File: config.mk
export PLATFORM = sky130hd
export DESIGN_NAME = rtksum_cfg
export DESIGN_NICKNAME = d
export VERILOG_FILES = /design/src/hdl/rtksum_pkg.sv /design/src/hdl/rtksum_cfg.sv
export SDC_FILE = /design/constraint.sdc
export NUM_CORES = 1
export LEC_CHECK = 0
export ABC_CLOCK_PERIOD_IN_PS = 820
export BUFFER_PORTS_ARGS = -buffer_cell sky130_fd_sc_hd__clkbuf_2
export CAP_MARGIN = 5
export CORE_MARGIN = 3
export CORE_UTILIZATION = 33
export CTS_BUF_LIST = sky130_fd_sc_hd__clkbuf_8 sky130_fd_sc_hd__clkbuf_16
export DETAILED_ROUTE_END_ITERATION = 7
export PLACE_DENSITY = 0.78
export SYNTH_ARGS = -nofsm -noshare
export SYNTH_HDL_FRONTEND = slang
export SYNTH_SLANG_ARGS = --single-unit
File: constraint.sdc
create_clock -name clk -period 0.82 [get_ports clk]
set_input_delay 0 -clock clk [delete_from_list [all_inputs] [get_ports clk]]
set_output_delay 0 -clock clk [all_outputs]
set_load 0.05 [all_outputs]
File: src/hdl/rtksum_pkg.sv
// ----------------------------------------------------------------------------
// rtksum_pkg: shared types and constants of the running top-k sum core
// Field widths, register indexes, chain operation codes and the link record
// passed between neighboring cells of the sorted chains.
// ----------------------------------------------------------------------------
`default_nettype none

package rtksum_pkg;

    localparam int unsigned VALUE_W          = 32;
    localparam int unsigned SUM_W            = 42;
    localparam int unsigned COUNT_W          = 11;
    localparam int unsigned KEEP_SIZE_W      = 11;
    localparam int unsigned MAX_KEEP_DEFAULT = 1024;

    localparam int unsigned APB_ADDR_W = 3;
    localparam int unsigned APB_DATA_W = 32;

    typedef enum logic
    {
        REG_KEEP_SIZE     = 1'b0,
        REG_KEEP_SMALLEST = 1'b1
    } reg_index_t;

    typedef enum logic [2:0]
    {
        OP_HOLD      = 3'd0,
        OP_GROW      = 3'd1,
        OP_DROP_HEAD = 3'd2,
        OP_DROP_TAIL = 3'd3,
        OP_RESTART   = 3'd4
    } chain_op_t;

    typedef struct packed
    {
        logic                      valid;
        logic                      ahead;
        logic signed [VALUE_W-1:0] value;
    } cell_link_t;

endpackage

`default_nettype wire

File: src/hdl/rtksum_cfg.sv
// ----------------------------------------------------------------------------
// rtksum_cfg: configuration registers
// APB-style register file holding the keep size and the keep-smallest mode.
// ----------------------------------------------------------------------------
`default_nettype none

module rtksum_cfg
(
    input  wire logic                                 clk,
    input  wire logic                                 rst_n,
    input  wire logic                                 psel,
    input  wire logic                                 penable,
    input  wire logic                                 pwrite,
    input  wire logic [rtksum_pkg::APB_ADDR_W-1:0]    paddr,
    input  wire logic [rtksum_pkg::APB_DATA_W-1:0]    pwdata,
    output logic      [rtksum_pkg::APB_DATA_W-1:0]    prdata,
    output logic                                      pready,
    output logic      [rtksum_pkg::KEEP_SIZE_W-1:0]   keep_size,
    output logic                                      keep_smallest
);
    import rtksum_pkg::*;

    logic [KEEP_SIZE_W-1:0] keep_size_reg;
    logic [KEEP_SIZE_W-1:0] keep_size_next;
    logic                   keep_smallest_reg;
    logic                   keep_smallest_next;
    logic                   write_en;
    reg_index_t             index;

    assign pready   = 1'b1;
    assign write_en = psel && penable && pwrite && pready;
    assign index    = reg_index_t'(paddr[2]);

    always_comb
    begin
        keep_size_next     = keep_size_reg;
        keep_smallest_next = keep_smallest_reg;
        if (write_en)
        begin
            case (index)
                REG_KEEP_SIZE:     keep_size_next     = pwdata[KEEP_SIZE_W-1:0];
                REG_KEEP_SMALLEST: keep_smallest_next = pwdata[0];
                default:           keep_size_next     = keep_size_reg;
            endcase
        end
    end

    always_comb
    begin
        case (index)
            REG_KEEP_SIZE:     prdata = APB_DATA_W'(keep_size_reg);
            REG_KEEP_SMALLEST: prdata = APB_DATA_W'(keep_smallest_reg);
            default:           prdata = '0;
        endcase
    end

    always_ff @(posedge clk or negedge rst_n)
    begin
        if (!rst_n)
        begin
            keep_size_reg     <= KEEP_SIZE_W'(1);
            keep_smallest_reg <= 1'b0;
        end
        else
        begin
            keep_size_reg     <= keep_size_next;
            keep_smallest_reg <= keep_smallest_next;
        end
    end

    assign keep_size     = keep_size_reg;
    assign keep_smallest = keep_smallest_reg;

endmodule

`default_nettype wire

-- Word level (Yosys, flattened, before mapping)
Index checks and enable logic that the tools add are counted.
- input bits: 40
- output and inout port bits: 45
- bits in registers: 12
- reductions and logical operators: 4
- multiplexer cells: 1
- bitwise gates (word level): 1
- operator list (cell ; number):
    case mux 32 bit (2 select lines) ; 1
    AND reduction 2 bit ; 2
    logical AND 1 bit ; 2
    NOT 1 bit ; 1

-- Depth between registers and ports, before layout
Gate-level depths: netlist of the first run.
- word-level depth: 3
- depth in mapped cells: 3
- mapped depth without buffers: 2

-- Worst setup path before layout of the first run
No wires, ideal clock.
- path kind: flip-flop to output port
- from: register keep_size_reg[10] (netlist: keep_size[10])
- to: output port prdata[10] (netlist name)
- cell stages (with the launch flop): 2
- path buffers: 0
- data arrival time: 1.404 ns
- path slack: -0.584 ns
- data required time: 0.820 ns
- cells stage by stage: dfrtp_1 nor2b_1
- cells in the longest elaborated chain, start to end: 1
- RTL lines (what ; RTL line ; RTL):
    start: declaration ; rtksum_cfg.sv:23 ; logic [KEEP_SIZE_W-1:0] keep_size_reg;
    start signal: assignment ; rtksum_cfg.sv:66 ; keep_size_reg <= keep_size_next;
    case mux 32 bit (2 select lines) ; rtksum_cfg.sv:50 ; case (index)
    end: declaration ; rtksum_cfg.sv:16 ; output logic [rtksum_pkg::APB_DATA_W-1:0] prdata,
Every way passes these cells. The select of a mux whose other input is x is not followed.

-- Worst setup path after layout of the first run
- from: register keep_smallest_reg (netlist: keep_smallest)
- to: output port prdata[0] (netlist name)
- cells in the longest elaborated chain, start to end: 1
- RTL lines (what ; RTL line ; RTL):
    start: declaration ; rtksum_cfg.sv:25 ; logic keep_smallest_reg;
    start signal: assignment ; rtksum_cfg.sv:67 ; keep_smallest_reg <= keep_smallest_next;
    case mux 32 bit (2 select lines) ; rtksum_cfg.sv:50 ;
Every way passes these cells. The select of a mux whose other input is x is not followed.

==> results of run 1 <==
==> through the flow <==
stage	setup TNS, ns	std cells	setup WS, ns	cell area (sq um)
after floorplan	-1.89	83	-0.162	942
after global placement	-0.376	129	-0.0938	1040
after detailed placement	-0.560	129	-0.104	1040
after CTS	-2.56	145	-0.260	1420
after global routing	-3.45	148	-0.295	1490
final	-2.60	148	-0.259	1490
==> path summary, 6_finish.rpt <==
kind	to	cells past startpoint	slack [ns]	from
max in group asynchronous	keep_size[0]	2	0.34	rst_n
max	prdata[0]	2	-0.26	keep_smallest
min in group asynchronous	keep_size[9]	2	0.19	rst_n
min	keep_size[10]	2	0.002	pwdata[10]
max reg2reg	keep_smallest	3	-0.19	keep_smallest
min reg2reg	keep_size[2]	1	0.56	keep_size[2]
==> synth_stat cells (all sizes together) <==
cell type | count | share of area (%)
dfstp | 1 | 3.4
conb | 2 | 0.98
nor2b | 10 | 8.2
buf | 23 | 23
nand4 | 1 | 0.82
mux2 | 13 | 24
dfrtp | 11 | 36
nand4b | 1 | 3.1
clkbuf | 1 | 0.49
==> critical path, cell delays in order, from the launching register on <==
cell and delay, ns:
dfrtp_2 0.40, mux2_4 0.27, clkbuf_16 0.17
==> power groups by stage <==
stage,Sequential (mW),Clock [mW],Combinational (mW)
final,0.913,0.537,2.40
after global routing,0.931,0.606,2.48
after CTS,0.869,0.546,2.21
after detailed placement,0.873,0,1.67
after global placement,0.854,0,1.66
after floorplan,1.33,0,0.974
==> final cells by class <==
| class | instances | area [sq um] |
|---|---|---|
| sequential | 12 | 315 |
| timing repair buffer | 58 | 653 |
| fill | 148 | 589 |
| clock buffer | 3 | 41.3 |
| multi-input combinational | 47 | 445 |
| clock inverter | 1 | 3.75 |
| tap | 27 | 33.8 |
==> cell families (layout without fill, tap and decap cells) <==
logic type / Yosys count / in the layout / share of synthesized area, %
mux: 13 / 13 / 24.0
flops: 12 / 12 / 39.4
buf+inv: 24 / 62 / 23.5
simple gates: 12 / 12 / 12.1
other cells: 2 / 22 / 0.981
==> metal layers <==
metal	vias to the layer above	global-route usage (%)	share of wire, %
met1	280	15.4	35
met5	-	0	0
met4	0	4.98	0
met2	41	24.7	54
li1	276	-	-
met3	0	4.16	10
==> what timing repair did <==
item | CTS | global route
hold endpoints to repair | 16 | 2
setup endpoints to repair | 23 | 30
hold buffers | 5 | 2
buffers inserted | 7 | 1
gates resized for setup | 48 | 27
==> reports/results.tsv, run 1 <==
metric	value	unit
fin_crit_sh	132	%
syn_avg_cell_area	12.2	sq um
numCtsBuffers	3	
drv_cap	0	
hold_ws	0.00217	ns
p_comb_share	62.3	%
crit_path_end_kind	output pin	
arrival	1.08	ns
wl_per_cell	13.5	um
grt_pass1_vias	622	
slew_viol_final	0	
most-common-layout-cells	22 x conb_1, 21 x buf_8, 16 x clkbuf_2	
seq_area_frac_synth	39.4	%
cts_tree	done	
seqPwrFrac	23.7	%
drive_above_1_share	74.4	%
dieHeight	54.2	um
path_max_fanout	2	
power	3.85	mW
period_needed	1.08	ns
swShare	42.7	%
rsz0062_at_grt	yes	
via_per_inst	4.03	
ant_nets	0	
internal_power	2.20	mW
hpwl	1310	um
finalWorstSetupSlack	-0.259	ns
gp_congestion	0.652	
syn_area	766	sq um
grt_pass1_wl	2880	um
startpoint_type	flip-flop	
hold_viol	0	
synthToLayoutAreaGrowth	94.9	%
crit_type	reg2out	
grt_usage	13.9	%
fin_skew	0	ns
grt_max_degree	13	
max_freq	927	MHz
final_common_cell	conb_1	
fin_nets	162	
antenna_cells	0	
yosys_warnings	0	
synth-seq-cells	12	
p_leak	0.782	nW
clockBufferDepth	2	
floorplan.initialDensity	36.8	%
violations	negative setup slack	
ir_drop	1.65	mV
hp-class	in2reg	
clk_pin_slew	0.05	ns
setup-violations-final	23	
synthCells	63	
die-area	0.00293	sq mm
status	finished with violations	
synthDistinctLibCells	11	
cp.required	0.82	ns
wl	2000	um
num_rows	16	
remaining_drc_errors	0	
power.net_switching	1.64	mW
clockPowerShare	14.0	%
via_count	597	
cts.sinks	12	
drtIter0Drc	8	
antenna_found_initial	0	
cts-root-buf	clkbuf_8	
largest_reg_flops	11	
die_x	54.2	um
coreArea	0.00208	sq mm
clk_latency	0.23	ns
grt_remaining_overflow	0	
ioPinCount	85	
portBuffers	39	
power_density	2580	mW/mm^2
first_pass_iters	3	
htree_levels	1	
utilization	71.7	%
Power figures use the tool's default switching activity.
==> run 2: changes to the inputs <==
CORE_ASPECT_RATIO = 0.9   (was not set)
PLACE_DENSITY = 0.77   (was 0.78)
RECOVER_POWER = 50   (was not set)
==> run 2 against run 1 <==
Global-route usage is 1.3 points higher; clock skew stayed put; the run ends with negative hold slack, negative setup slack left; final cell count is 0.68% lower; count of clock-buffer cells in the layout is 1 higher; critical path type unchanged; die area hardly changed; total power is 4.3% higher; clock power is 23% higher; non-clock buffer count stayed put; critical path depth stayed put; combinational power hardly changed; worst hold slack worse by 0.013 ns.
==> reports/results.tsv, run 2 (synthesis gave the netlist of run 1 again) <==
metric	value	unit
largest_reg_flops	11	
clk_latency	0.25	ns
portBuffers	39	
floorplan.initialDensity	37.4	%
power.net_switching	1.71	mW
r2r_start	keep_smallest	
power_density	2660	mW/mm^2
die_x	56.8	um
period_needed	1.10	ns
slew_viol_final	0	
fin_skew	0	ns
max_stage_delay	0.40	ns
p_comb_share	60.7	%
clockBufferDepth	2	
holdPathEnd	keep_size[8]	
crit_type	reg2out	
status	finished with violations	
gp_congestion	0.649	
cts_tree	done	
placed_cell_area	0.00105	sq mm
drive_above_1_share	74.4	%
grt_pass1_vias	640	
crit_slowest_cell	dfrtp_2	
reg2reg_depth	3	
dp.cells	126	
hold_viol	1	
tns	-3.05	ns
cts-root-buf	clkbuf_8	
grt_pass1_wl	3270	um
grt_remaining_overflow	0	
max_freq	911	MHz
min_path_cells	2	
seqPwrFrac	22.9	%
coreArea	0.00205	sq mm
grt_max_degree	13	
hp-class	in2reg	
via_count	614	
hpwl	1370	um
antenna_found_initial	0	
first_pass_iters	4	
ir_drop	1.94	mV
cts.sinks	12	
wl	2430	um
dieHeight	51.7	um
internal_power	2.30	mW
ant_nets	0	
min_from	pwdata[8]	
rsz0062_at_grt	yes	
drv_cap	0	
drtIter0Drc	6	
crit_path_end_kind	output pin	
grt_usage	15.2	%
fin_cells	147	
via_per_inst	4.18	
swShare	42.5	%
arrival	1.10	ns
synthToLayoutAreaGrowth	97.1	%
fin_crit_sh	134	%
numCtsBuffers	3	
clk_pin_slew	0.06	ns
wl_per_cell	16.5	um
startpoint_type	flip-flop	
cp.required	0.82	ns
final_common_cell	conb_1	
violations	negative hold slack, negative setup slack	
design_area	0.00151	sq mm
path_max_fanout	2	
cp_cell_sequence	mux2_4 -> clkbuf_16	
r2r_slack	-0.19	ns
hold_ws	-0.0109	ns
utilization	73.8	%
finalWorstSetupSlack	-0.278	ns
fin_nets	162	
p_leak	0.792	nW
power	4.01	mW
remaining_drc_errors	0	
htree_levels	1	
clockPowerShare	16.5	%
die-area	0.00294	sq mm
r2r-end	keep_smallest	
most-common-layout-cells	22 x conb_1, 20 x buf_8, 16 x clkbuf_2	
num_rows	15	
ioPinCount	85	
setup-violations-final	30	
==> run 2: cell count changes in the layout (fill, tap and decap cells not counted) <==
cell / change
inv_1: -1
buf_8: -1
diode_2: +1
dlymetal6s4s_1: +1
buf_12: +1
clkbuf_8: +1
buf_6: -1
==> run 2: worst max-delay path, delay by kind of cell (launching register included) <==
family	cells	cell delay, ns
mux	1	0.27
buf+inv	1	0.17
flops	1	0.40
==> run 2: metrics by stage <==
step | worst slack (ns) | hold WS [ns]
after floorplan | -0.162 | -0.296
after global placement | -0.0923 | -0.104
after detailed placement | -0.115 | -0.0982
after CTS | -0.267 | 0.000101
after global routing | -0.295 | 0.000894
final | -0.278 | -0.0109
==> run 2: area by class of cell <==
cell class,instances,area (sq um)
antenna,1,2.50
clock buffer,4,55.1
fill,127,537
multi-input combinational,47,445
sequential,12,315
tap,25,31.3
timing repair buffer,58,659
==> run 2: per-layer routing <==
| metal | track usage, % | share of wire (%) | vias to the layer above |
|---|---|---|---|
| li1 | - | - | 276 |
| met1 | 14.4 | 30 | 295 |
| met2 | 31.5 | 62 | 39 |
| met3 | 4.22 | 7.3 | 4 |
| met4 | 4.63 | 1.5 | 0 |
| met5 | 0 | 0 | - |
==> run 2: power by group through the flow <==
stage / Clock [mW] / Combinational [mW] / Sequential [mW]
after floorplan: 0 / 0.974 / 1.33
after global placement: 0 / 1.69 / 0.857
after detailed placement: 0 / 1.70 / 0.877
after CTS: 0.642 / 2.21 / 0.874
after global routing: 0.699 / 2.49 / 0.938
final: 0.660 / 2.43 / 0.918
==> run 2: timing repair <==
action,in CTS,in global routing
resized for setup,46,26
endpoints found under the setup margin,23,30
hold endpoints to repair,18,1
hold buffers,7,1
setup buffers,5,3
==> run 2: worst max path at each step <==
stage                endpoint          start  slack [ns]
floorplan           prdata[0]   keep_size[0]       -0.16
global placement    prdata[0]   keep_size[0]       -0.09
detailed placement  prdata[0]   keep_size[0]       -0.12
CTS                 prdata[0]  keep_smallest       -0.27
global route        prdata[0]  keep_smallest       -0.29
finish              prdata[0]  keep_smallest       -0.28
==> run 3: changes to the inputs <==
BUFFER_PORTS_ARGS = not set   (was -buffer_cell sky130_fd_sc_hd__clkbuf_2)
CORE_UTILIZATION = 40   (was 33)
DONT_BUFFER_PORTS = 1   (was not set)
GPL_ROUTABILITY_DRIVEN = 0   (was not set)
PLACE_DENSITY = 0.53   (was 0.77)
==> run 3 against run 2 <==
The flow finishes with violations (negative setup slack); register-to-register slack gained 0.09 ns; sequential share of layout area grew 2.4 points; routed wire length shrank 27%; flip-flop and latch count is the same; combinational power shrank 13%; final cell count shrank 15%; critical endpoint unchanged; highest routed layer unchanged.
==> reports/results.tsv, run 3 (synthesis gave the netlist of run 1 again) <==
metric	value	unit
first_pass_iters	4	
numCtsBuffers	3	
p_leak	0.672	nW
period_needed	1.02	ns
most-common-layout-cells	22 x conb_1, 13 x mux2_4, 12 x dlygate4sd3_1, 12 x buf_6	
final_common_cell	conb_1	
via_count	529	
htree_levels	1	
ir_drop	1.67	mV
grt_remaining_overflow	0	
die_x	52.1	um
slew_headroom	63.6	%
clk_pin_slew	0.05	ns
worst_pin_slew	0.544	ns
r2r_slack	-0.10	ns
cts-root-buf	clkbuf_8	
dp.cells	106	
cts_tree	done	
holdPathEnd	keep_smallest	
status	finished with violations	
num_rows	14	
r2r-end	keep_size[2]	
hold_viol	0	
cp.required	0.82	ns
ioPinCount	85	
floorplan.initialDensity	44.2	%
fin_cells	125	
drtIter0Drc	3	
power_density	2700	mW/mm^2
die-area	0.00248	sq mm
crit_type	reg2out	
wl_per_cell	14.2	um
via_per_inst	4.23	
utilization	77.9	%
slew_viol_final	0	
min_from	paddr[2]	
reg2reg_depth	2	
finalWorstSetupSlack	-0.203	ns
arrival	1.02	ns
cpLargestDelayFamily	flip-flops	
violations	negative setup slack	
fin_skew	0	ns
clk_latency	0.24	ns
setup-violations-final	19	
place_ws	0.0307	ns
grt_pass1_vias	515	
min_path_cells	2	
tns	-1.79	ns
remaining_drc_errors	0	
path_max_fanout	3	
crit_slowest_cell	dfstp_2	
antenna_found_initial	0	
max_freq	978	MHz
hp-class	in2reg	
coreArea	0.00173	sq mm
grt_pass1_wl	2480	um
startpoint_type	flip-flop	
cts.sinks	12	
portBuffers	0	
grt_max_degree	14	
synthToLayoutAreaGrowth	76.5	%
crit_path_end_kind	output pin	
largest_reg_flops	11	
hpwl	1280	um
cp_cell_sequence	mux2_4	
max_stage_delay	0.54	ns
grt_usage	14.7	%
wl	1780	um
antenna_cells	0	
clockBufferDepth	2	
crit_buf_inv	0	
fin_nets	142	
r2r_start	keep_size[2]	
drv_cap	0	
rsz0062_at_grt	yes	
hold_ws	0.0260	ns
ant_nets	0	
drive_above_1_share	65.3	%
fin_crit_sh	125	%
dieHeight	47.5	um
[run 3: cell count changes in the layout (fill, tap and decap cells not counted), sizes merged]
cell / previous run / this run
clkbuf: 22 / 4
buf: 32 / 26
dlygate4sd3: 7 / 12
diode: 1 / 0
dlymetal6s4s: 1 / 0
[run 3: worst max-delay path by stage]
stage | from | end | slack [ns] | cells after the start
6_report | keep_size[0] | prdata[0] | -0.20 | 1
5_1_grt | keep_size[0] | prdata[0] | -0.22 | 1
4_1_cts | keep_size[0] | prdata[0] | -0.21 | 1
3_5_place_dp | keep_size[9] | keep_size[9] | 0.03 | 1
3_3_place_gp | keep_size[3] | keep_size[3] | 0.05 | 1
2_1_floorplan | keep_size[0] | prdata[0] | -0.16 | 1
[run 3: layer usage]
layer	wire [um]	up-vias	global-route usage (%)
met5	0	-	0
met4	11	0	4.71
met3	162	2	6.85
met2	1040	31	27.8
met1	566	263	14.4
li1	-	233	-
[run 3: repair_timing]
item,CTS,global route
pin swaps,0,0
setup endpoints to repair,23,25
setup buffers,1,2
gates cloned,0,0
hold buffers,12,0
resized for setup,11,3
endpoints found under the hold margin,24,0
[run 3: through the flow]
step / cell area, sq um / power, mW
global route: 1350 / 3.78
floorplan: 942 / 2.30
global placement: 1100 / 2.75
CTS: 1330 / 3.61
detailed placement: 1100 / 2.78
finish: 1350 / 3.65
[run 3: power by group]
part | switching, mW | total [mW] | internal [mW]
sequential | 0.138 | 0.895 | 0.757
combinational | 1.20 | 2.11 | 0.912
clock | 0.219 | 0.643 | 0.424
[run 3: layout make-up]
type                       count  area, sq um
clock buffer                   4         55.1
timing repair buffer          38          505
multi-input combinational     47          445
tap                           24         30.0
sequential                    12          315
fill                          99          383
